`config.mk`:
```
export PLATFORM = sky130hd
export DESIGN_NAME = contiguous_ring_region_allocator_core_flat
export DESIGN_NICKNAME = d
export VERILOG_FILES = /design/src/hw/rtl/crra_pkg.sv /design/src/hw/rtl/crra_if.sv /design/src/hw/rtl/crra_step.sv /design/src/hw/rtl/contiguous_ring_region_allocator_core.sv /design/src/flat_wrapper.sv
export SDC_FILE = /design/constraint.sdc
export NUM_CORES = 1
export LEC_CHECK = 0
export ABC_AREA = 1
export BUFFER_PORTS_ARGS = -buffer_cell sky130_fd_sc_hd__buf_2
export CORE_ASPECT_RATIO = 1.25
export CORE_MARGIN = 5
export CORE_UTILIZATION = 55
export CTS_CLUSTER_SIZE = 10
export DETAILED_ROUTE_END_ITERATION = 16
export PLACE_DENSITY = 0.71
export SLEW_MARGIN = 25
export SYNTH_ARGS = -nofsm -noshare
export SYNTH_HDL_FRONTEND = slang
export SYNTH_SLANG_ARGS = --single-unit
```
`constraint.sdc`:
```
create_clock -name i_clk -period 4.6 [get_ports i_clk]
set_input_delay 0.23 -clock i_clk [delete_from_list [all_inputs] [get_ports i_clk]]
set_output_delay 0.23 -clock i_clk [all_outputs]
set_load 0.1 [all_outputs]
```
`src/hw/rtl/crra_pkg.sv`:
```
// Package for the contiguous ring region allocator.
// Holds op and status codes, state and result structs, and the size clamp.
// No dependencies.
`timescale 1ns / 1ps

package crra_pkg;

    localparam int SIZE_W = 17;
    localparam int OFS_W  = 16;
    localparam logic [SIZE_W-1:0] MAX_BYTES = SIZE_W'(65536);
    localparam logic [SIZE_W-1:0] MIN_BYTES = SIZE_W'(2);

    typedef enum logic [1:0] {
        OP_RESERVE_WRITE = 2'd0,
        OP_COMMIT_WRITE  = 2'd1,
        OP_RESERVE_READ  = 2'd2,
        OP_COMMIT_READ   = 2'd3
    } t_op;

    typedef enum logic [1:0] {
        ST_OK        = 2'd0,
        ST_NO_ROOM   = 2'd1,
        ST_PAST_WRAP = 2'd2,
        ST_BOUNDARY  = 2'd3
    } t_status;

    typedef struct packed {
        logic [SIZE_W-1:0] rd_off;
        logic [SIZE_W-1:0] wr_off;
        logic [SIZE_W-1:0] pend_rd;
        logic [SIZE_W-1:0] pend_wr;
        logic [SIZE_W-1:0] wrap;
    } t_state;

    typedef struct packed {
        logic             granted;
        logic [OFS_W-1:0] offset;
        t_status          status;
    } t_result;

    function automatic logic [SIZE_W-1:0] clamp_size(input logic [SIZE_W-1:0] v);
        logic [SIZE_W-1:0] r;
        r = v;
        if (r > MAX_BYTES) r = MAX_BYTES;
        if (r < MIN_BYTES) r = MIN_BYTES;
        return r;
    endfunction

endpackage

```
`src/hw/rtl/crra_if.sv`:
```
// Handshake interfaces for the allocator's op and result channels.
// Depends on crra_pkg.
`timescale 1ns / 1ps

interface crra_in_if;
    logic                        valid;
    logic                        ready;
    logic [1:0]                  op;
    logic [crra_pkg::SIZE_W-1:0] length;

    modport source (output valid, output op, output length, input ready);
    modport sink   (input valid, input op, input length, output ready);
endinterface

interface crra_out_if;
    logic                       valid;
    logic                       ready;
    logic                       granted;
    logic [crra_pkg::OFS_W-1:0] offset;
    logic [1:0]                 status;

    modport source (output valid, output granted, output offset, output status, input ready);
    modport sink   (input valid, input granted, input offset, input status, output ready);
endinterface

```
`src/hw/rtl/crra_step.sv`:
```
// Next-state and result logic for one allocator op.
// Depends on crra_pkg.
`timescale 1ns / 1ps

module crra_step (
    input  crra_pkg::t_state               i_state,
    input  logic [crra_pkg::SIZE_W-1:0]    i_size,
    input  crra_pkg::t_op                  i_op,
    input  logic [crra_pkg::SIZE_W-1:0]    i_length,
    output crra_pkg::t_state               o_state,
    output crra_pkg::t_result              o_result
);
    import crra_pkg::*;

    logic [SIZE_W:0]   w_sum;
    logic [SIZE_W:0]   r_sum;
    logic [SIZE_W-1:0] rd0;
    logic [SIZE_W-1:0] grant_ofs;

    assign w_sum = {1'b0, i_state.wr_off} + {1'b0, i_state.pend_wr};
    assign r_sum = {1'b0, i_state.rd_off} + {1'b0, i_state.pend_rd};
    assign rd0   = (i_state.rd_off == i_state.wrap) ? '0 : i_state.rd_off;

    always_comb begin
        o_state          = i_state;
        o_result.granted = 1'b0;
        o_result.status  = ST_OK;
        grant_ofs        = '0;
        case (i_op)
            OP_RESERVE_WRITE: begin
                if (i_state.rd_off <= i_state.wr_off) begin
                    if (i_size >= i_state.wr_off && i_size - i_state.wr_off >= i_length) begin
                        o_state.pend_wr  = i_length;
                        o_result.granted = 1'b1;
                        grant_ofs        = i_state.wr_off;
                    end else if (i_state.rd_off > i_length) begin
                        o_state.wrap     = i_state.wr_off;
                        o_state.wr_off   = '0;
                        o_state.pend_wr  = i_length;
                        o_result.granted = 1'b1;
                    end else begin
                        o_result.status = ST_NO_ROOM;
                    end
                end else begin
                    if (i_state.rd_off - i_state.wr_off - SIZE_W'(1) >= i_length) begin
                        o_state.pend_wr  = i_length;
                        o_result.granted = 1'b1;
                        grant_ofs        = i_state.wr_off;
                    end else begin
                        o_result.status = ST_NO_ROOM;
                    end
                end
            end
            OP_COMMIT_WRITE: begin
                o_state.pend_wr = '0;
                if (w_sum == {1'b0, i_size}) begin
                    o_state.wr_off = '0;
                end else if (w_sum > {1'b0, i_size}) begin
                    o_state.wr_off  = '0;
                    o_result.status = ST_BOUNDARY;
                end else begin
                    o_state.wr_off = w_sum[SIZE_W-1:0];
                end
            end
            OP_RESERVE_READ: begin
                o_state.rd_off = rd0;
                if (rd0 <= i_state.wr_off) begin
                    if (i_state.wr_off - rd0 >= i_length) begin
                        o_state.pend_rd  = i_length;
                        o_result.granted = 1'b1;
                        grant_ofs        = rd0;
                    end else begin
                        o_result.status = ST_NO_ROOM;
                    end
                end else begin
                    if (i_state.wrap >= rd0 && i_state.wrap - rd0 >= i_length) begin
                        o_state.pend_rd  = i_length;
                        o_result.granted = 1'b1;
                        grant_ofs        = rd0;
                    end else begin
                        o_result.status = ST_PAST_WRAP;
                    end
                end
            end
            OP_COMMIT_READ: begin
                o_state.pend_rd = '0;
                if (r_sum == {1'b0, i_state.wrap}) begin
                    o_state.rd_off = '0;
                end else if (r_sum > {1'b0, i_state.wrap}) begin
                    o_state.rd_off  = '0;
                    o_result.status = ST_BOUNDARY;
                end else begin
                    o_state.rd_off = r_sum[SIZE_W-1:0];
                end
            end
            default: begin
                o_state = i_state;
            end
        endcase
        o_result.offset = grant_ofs[OFS_W-1:0];
    end

endmodule

```
`src/hw/rtl/contiguous_ring_region_allocator_core.sv`:
```
// Top level of the contiguous ring region allocator: input register,
// bookkeeping state, result register. Depends on crra_pkg, crra_if, crra_step.
//
//   channel   dir   beat fields               handshake
//   i_in      in    op, length                valid/ready
//   o_out     out   granted, offset, status   valid/ready
//   cfg       in    i_cfg_data (buffer_size)  i_cfg_we, no ready
//
// One op per cycle sustained while o_out is not stalled; each op passes through the
// input register, then crra_step, then the result register on its way to the result beat.
// State updates when an op moves from the input register to the result register.
// Reset (synchronous) empties both registers, clears offsets and sets size 65536.
// A stalled result holds the result register; the input register still fills while it is empty.
`timescale 1ns / 1ps

module contiguous_ring_region_allocator_core (
    input  logic                        i_clk,
    input  logic                        i_rst_n,
    input  logic                        i_cfg_we,
    input  logic [crra_pkg::SIZE_W-1:0] i_cfg_data,
    crra_in_if.sink                     i_in,
    crra_out_if.source                  o_out
);
    import crra_pkg::*;

    logic              r_in_valid;
    t_op               r_in_op;
    logic [SIZE_W-1:0] r_in_length;
    logic              r_out_valid;
    t_result           r_out;
    t_state            r_state;
    logic [SIZE_W-1:0] r_size;

    t_state            n_state;
    t_result           n_out;
    logic              advance;

    assign advance    = r_in_valid && (!r_out_valid || o_out.ready);
    assign i_in.ready = !r_in_valid || advance;

    crra_step u_step (
        .i_state  (r_state),
        .i_size   (r_size),
        .i_op     (r_in_op),
        .i_length (r_in_length),
        .o_state  (n_state),
        .o_result (n_out)
    );

    always_ff @(posedge i_clk) begin
        if (!i_rst_n) begin
            r_in_valid  <= 1'b0;
            r_out_valid <= 1'b0;
            r_size      <= MAX_BYTES;
            r_state     <= '{rd_off: '0, wr_off: '0, pend_rd: '0, pend_wr: '0,
                             wrap: MAX_BYTES};
        end else begin
            if (i_in.ready) begin
                r_in_valid <= i_in.valid;
            end
            if (advance) begin
                r_out_valid <= 1'b1;
            end else if (o_out.ready) begin
                r_out_valid <= 1'b0;
            end
            if (i_cfg_we) begin
                r_size  <= clamp_size(i_cfg_data);
                r_state <= '{rd_off: '0, wr_off: '0, pend_rd: '0, pend_wr: '0,
                             wrap: clamp_size(i_cfg_data)};
            end else if (advance) begin
                r_state <= n_state;
            end
        end
    end

    always_ff @(posedge i_clk) begin
        if (i_in.ready) begin
            r_in_op     <= t_op'(i_in.op);
            r_in_length <= i_in.length;
        end
        if (advance) begin
            r_out <= n_out;
        end
    end

    assign o_out.valid   = r_out_valid;
    assign o_out.granted = r_out.granted;
    assign o_out.offset  = r_out.offset;
    assign o_out.status  = r_out.status;

`ifndef SYNTHESIS
    a_grant_ok: assert property (@(posedge i_clk) disable iff (!i_rst_n)
        (r_out_valid && r_out.granted) |-> (r_out.status == ST_OK))
        else $error("granted result with nonzero status");

    a_refuse_zero: assert property (@(posedge i_clk) disable iff (!i_rst_n)
        (r_out_valid && !r_out.granted) |-> (r_out.offset == '0))
        else $error("refused result with nonzero offset");

    a_commit_no_grant: assert property (@(posedge i_clk) disable iff (!i_rst_n)
        (advance && (r_in_op == OP_COMMIT_WRITE || r_in_op == OP_COMMIT_READ))
        |=> !r_out.granted)
        else $error("commit produced a grant");

    a_cfg_clear: assert property (@(posedge i_clk) disable iff (!i_rst_n)
        i_cfg_we |=> (r_state.rd_off == '0 && r_state.wr_off == '0 &&
                      r_state.pend_rd == '0 && r_state.pend_wr == '0 &&
                      r_state.wrap == r_size))
        else $error("config write did not clear bookkeeping");

    a_empty_ready: assert property (@(posedge i_clk) disable iff (!i_rst_n)
        !r_in_valid |-> i_in.ready)
        else $error("empty input register not ready");
`endif

endmodule

```
`src/flat_wrapper.sv`:
```
// flat-port wrapper written by rule: the top's interface ports become plain ports
module contiguous_ring_region_allocator_core_flat import crra_pkg::*;
  (i_clk, i_rst_n, i_cfg_we, i_cfg_data, i_in_valid, i_in_op, i_in_length, i_in_ready, o_out_valid, o_out_granted, o_out_offset, o_out_status, o_out_ready);
  crra_in_if i_in_i ();
  crra_out_if o_out_i ();
  input  logic i_clk;
  input  logic i_rst_n;
  input  logic i_cfg_we;
  input  logic [crra_pkg::SIZE_W-1:0] i_cfg_data;
  input wire logic [$bits(i_in_i.valid)-1:0] i_in_valid;
  input wire logic [$bits(i_in_i.op)-1:0] i_in_op;
  input wire logic [$bits(i_in_i.length)-1:0] i_in_length;
  output wire logic [$bits(i_in_i.ready)-1:0] i_in_ready;
  output wire logic [$bits(o_out_i.valid)-1:0] o_out_valid;
  output wire logic [$bits(o_out_i.granted)-1:0] o_out_granted;
  output wire logic [$bits(o_out_i.offset)-1:0] o_out_offset;
  output wire logic [$bits(o_out_i.status)-1:0] o_out_status;
  input wire logic [$bits(o_out_i.ready)-1:0] o_out_ready;
  assign i_in_i.valid = i_in_valid;
  assign i_in_i.op = i_in_op;
  assign i_in_i.length = i_in_length;
  assign i_in_ready = i_in_i.ready;
  assign o_out_valid = o_out_i.valid;
  assign o_out_granted = o_out_i.granted;
  assign o_out_offset = o_out_i.offset;
  assign o_out_status = o_out_i.status;
  assign o_out_i.ready = o_out_ready;
  contiguous_ring_region_allocator_core u_core (.i_clk(i_clk), .i_rst_n(i_rst_n), .i_cfg_we(i_cfg_we), .i_cfg_data(i_cfg_data), .i_in(i_in_i), .o_out(o_out_i));
endmodule
```
==> results.md <==
* Sequential area share after synthesis at 0.2344
* H-tree Lvls at 4
* Largest net degree at the start of global routing at between 50 and 60
* HPWL Detailed at a little over 40,000 um
* Post-synth top area share at 0.2020
* Fin crit period at 4558 ps
* CP Launch Type: register
* Worst R2R Setup Slack at 40 ps
* Worst Reg-to-Reg Cells at 26
* Hold path endpoint: u_core.r_in_valid
* Hold Fails Final Rpt at 0
* GRT Total Usage at 0.3614
* Crit path top cell by count: buf_4
* 1st-pass router iterations at 6
* Max Transition Viols Final at 0
* YS warnings at 0
* Synthesized flop and latch total at around 140
* Dpl cell area at between 15,000 and 20,000 sq um
* Clk sinks at between 100 and 150
* Yosys cell types at about 50
* Cts bufs inserted at 17
* Vias in the first global route at approximately 14,000
* Clock Tree Buf Depth at 2
* Clock skew at 11.37 ps
* N_diodes at 0
* Setup crit end kind: register
* Die Ht at 186.8 um
* Design Area, Final at approximately 17,000 sq um
* Final cell count without fillers at around 2,500
* Die area at ~28,000 sq um
* Core area at ~25,000 sq um
* RePlAce Congestion at around 1.0
* Synthesized area at roughly 14,000 sq um
* DRT Wirelength at approximately 52,000 um
* Ranking of synthesized cells by area: ha_1 (20%), dfxtp_1 (15%), nand2_1 (11%), edfxtp_1 (8.3%), a21oi_1 (7.3%)
* Placed insts at roughly 2,500
* Initial antenna violation count at 0
* Worst R2R End: u_core.o_out.offset[14]
* 1st-iter DRT viols at approximately 1,200
* Hold Startpoint: i_in_valid
* Slowest cell on the critical path: fa_2
* Die Wd at 151.4 um
* Clk Tree Root Cell: clkbuf_16
* Layout Nets at 2,449
* Async SR Flop Fraction at 0
* RSZ-0062 raised after global routing: true
* EDFF count, synth at 38
* Via Count at about 15,000
* Worst hold stages at 3
* Clk slew on worst S/H paths at ~70 ps
* Leakage power at 8.384 nW
* Worst Path Max Fanout at 8
* Crit path kind: reg -> reg
* Slowest stage delay, CP at about 380 ps
* Reg-to-reg startpoint: u_core.r_state[81]
* Min-delay worst type: in -> reg
* Cell Pwr Density at around 250 nW/um^2
* CTS tree: done
* Max_slew headroom at 0.3505
* Max-cap violations at 0
* Yosys top cell by area: ha_1
* Via/cell ratio at slightly below 6
* Peak Freq at approximately 220 MHz
* Final setup violation count at 0
* Slew at the pin closest to its max-slew limit at approximately 1000 ps
* Maximum VDD drop at roughly 290 uV
* Worst Path Required at roughly 4800 ps
* # port buffers at ~60
* CP delay by family, top: simple AND/OR/NAND/NOR gates
* Worst-skew pair later-pin latency at 440 ps
* Row cnt at 64
* Mean Syn Cell Area at ~7.0 sq um
* Syn Nets at roughly 2,200
* Remaining DRCs at 0
* Grt total ovfl at 0
* Worst EP arrival at about 4700 ps
* Routed wire per std cell at between 20 and 25 um
* Fill cells at around 2,200
* Area growth syn-to-layout at 22.39%
* First-pass GRT wire length at ~80,000 um
* # IOs at 62
* Post-synth top flop: dfxtp_1
* Outcome: complete, no violations
* Initial core utilization at 0.5594
* Hold slack at 49.35 ps
* Worst Path Buf+Inv at 5
* Antenna-violating nets left at 0
* Mapped Cells at roughly 2,000
* Period utilisation layout at 0.9909
* Share of layout cells above drive strength 1 at 0.1702
layer usage:
metal	vias up	track usage	wire, um
li1	7111	-	-
met1	6819	0.4478	20390
met2	722	0.5875	23670
met3	212	0.06188	4525
met4	0	0.2024	3769
met5	-	0	0
worst max path at each step:
| stage | from | cells after the start | to |
|---|---|---|---|
| 4_1_cts | u_core.r_state[12] | 29 | u_core.o_out.offset[4] |
| 5_1_grt | u_core.r_state[82] | 32 | u_core.o_out.offset[7] |
| 3_3_place_gp | u_core.r_state[4] | 27 | u_core.r_state[43] |
| 3_5_place_dp | u_core.r_state[12] | 29 | u_core.r_state[40] |
| 2_1_floorplan | u_core.r_state[69] | 27 | u_core.o_out.granted |
| 6_report | u_core.r_state[81] | 26 | u_core.o_out.offset[14] |
stage by stage:
step	power [mW]	setup slack, ps	setup TNS (ps)	util
2_1_floorplan	2.309	24.47	0	-
3_3_place_gp	2.730	-103.2	-1213	0.6263
3_5_place_dp	2.758	-296.2	-6011	0.6263
4_1_cts	4.032	-0.4778	-0.4778	0.6602
5_1_grt	4.370	-146.0	-3312	0.6847
6_report	4.162	41.79	0	0.6847
synthesized netlist by cell type, types with 3 or more instances:
| master | instances |
|---|---|
| nand3_1 | 115 |
| a21oi_1 | 201 |
| nor3_1 | 21 |
| o21a_1 | 7 |
| dfxtp_1 | 104 |
| edfxtp_1 | 38 |
| ha_1 | 222 |
| a31oi_1 | 9 |
| buf_4 | 7 |
| or2_2 | 3 |
| nand2_2 | 3 |
| o211ai_1 | 3 |
| o21bai_1 | 5 |
| a21o_1 | 17 |
| inv_2 | 4 |
| nand4_1 | 63 |
| buf_2 | 5 |
| xor2_1 | 64 |
| nor2_1 | 175 |
| inv_1 | 215 |
| nor2_4 | 4 |
| o31ai_1 | 4 |
| clkbuf_1 | 26 |
| xnor2_1 | 38 |
| a21boi_0 | 4 |
| nor4_1 | 4 |
| fa_1 | 6 |
| o21ai_0 | 130 |
| o22ai_1 | 16 |
| nand2_1 | 413 |
| o21ai_1 | 4 |
flip-flops by register name (all words and copies together), names as in the netlist:
register / flops
u_core.o_out.valid: 1
u_core.o_out.offset: 16
u_core.r_state: 85
u_core.o_out.granted: 1
u_core.r_in_length: 17
u_core.r_size: 17
u_core.r_in_op: 2
u_core.r_in_valid: 1
u_core.o_out.status: 2
power by group:
group / leakage [nW] / switching (mW) / total (mW) / internal (mW)
clock: 0.259 / 0.537 / 1.26 / 0.726
combinational: 6.88 / 0.925 / 1.52 / 0.599
sequential: 1.24 / 0.0458 / 1.37 / 1.33
total: 8.38 / 1.51 / 4.16 / 2.65
what timing repair did:
item,CTS,global route
hold buffers,19,0
pin swaps,5,39
gates cloned,1,2
hold endpoints to repair,19,0
setup endpoints to repair,34,53
setup buffers,8,11
gates resized for setup,23,115
cells in the final DEF (no fill, tap or decap), types with 6 or more instances in the layout:
| master | count |
|---|---|
| nor2_4 | 6 |
| clkbuf_16 | 20 |
| buf_4 | 158 |
| nor2_2 | 9 |
| a31oi_1 | 9 |
| a21o_1 | 17 |
| nand2_2 | 18 |
| ha_1 | 210 |
| nand4_1 | 63 |
| o21a_1 | 7 |
| a21oi_1 | 187 |
| xor2_1 | 64 |
| o21ai_0 | 109 |
| buf_2 | 61 |
| xnor2_1 | 38 |
| a21oi_2 | 14 |
| o21ai_1 | 10 |
| nand2_1 | 390 |
| nand2_4 | 9 |
| dlygate4sd3_1 | 19 |
| clkinv_2 | 6 |
| nor3_1 | 18 |
| ha_4 | 11 |
| edfxtp_1 | 38 |
| dfxtp_1 | 99 |
| nand3_1 | 108 |
| nor2_1 | 166 |
| inv_2 | 6 |
| inv_1 | 212 |
| o21ai_2 | 13 |
| o22ai_1 | 16 |
layout make-up:
| cell class | instances | area (sq um) | area share |
|---|---|---|---|
| multi-input combinational | 1552 | 10020 | 0.5951 |
| sequential | 142 | 3229 | 0.1919 |
| timing repair buffer | 246 | 1821 | 0.1082 |
| inverter | 221 | 832.0 | 0.04943 |
| clock buffer | 24 | 483.0 | 0.02869 |
| tap | 330 | 412.9 | 0.02453 |
| clock inverter | 7 | 37.54 | 0.002230 |
tightest hold or removal path: stages:
cell	delay, ps
buf_2	100
inv_1	40
a21oi_1	60
kinds of logic (layout without fill, tap and decap cells):
logic type	count (synthesis)	in the layout	share of synthesized area
flip-flops	142	142	0.2344
AND/OR/NAND/NOR	811	812	0.2527
AO/OA/AOI/OAI	410	410	0.1631
XOR/XNOR	102	102	0.06496
adder cells (fa/ha/maj)	228	228	0.2107
buffers and inverters	261	498	0.07414
Power figures use the tool's default switching activity.
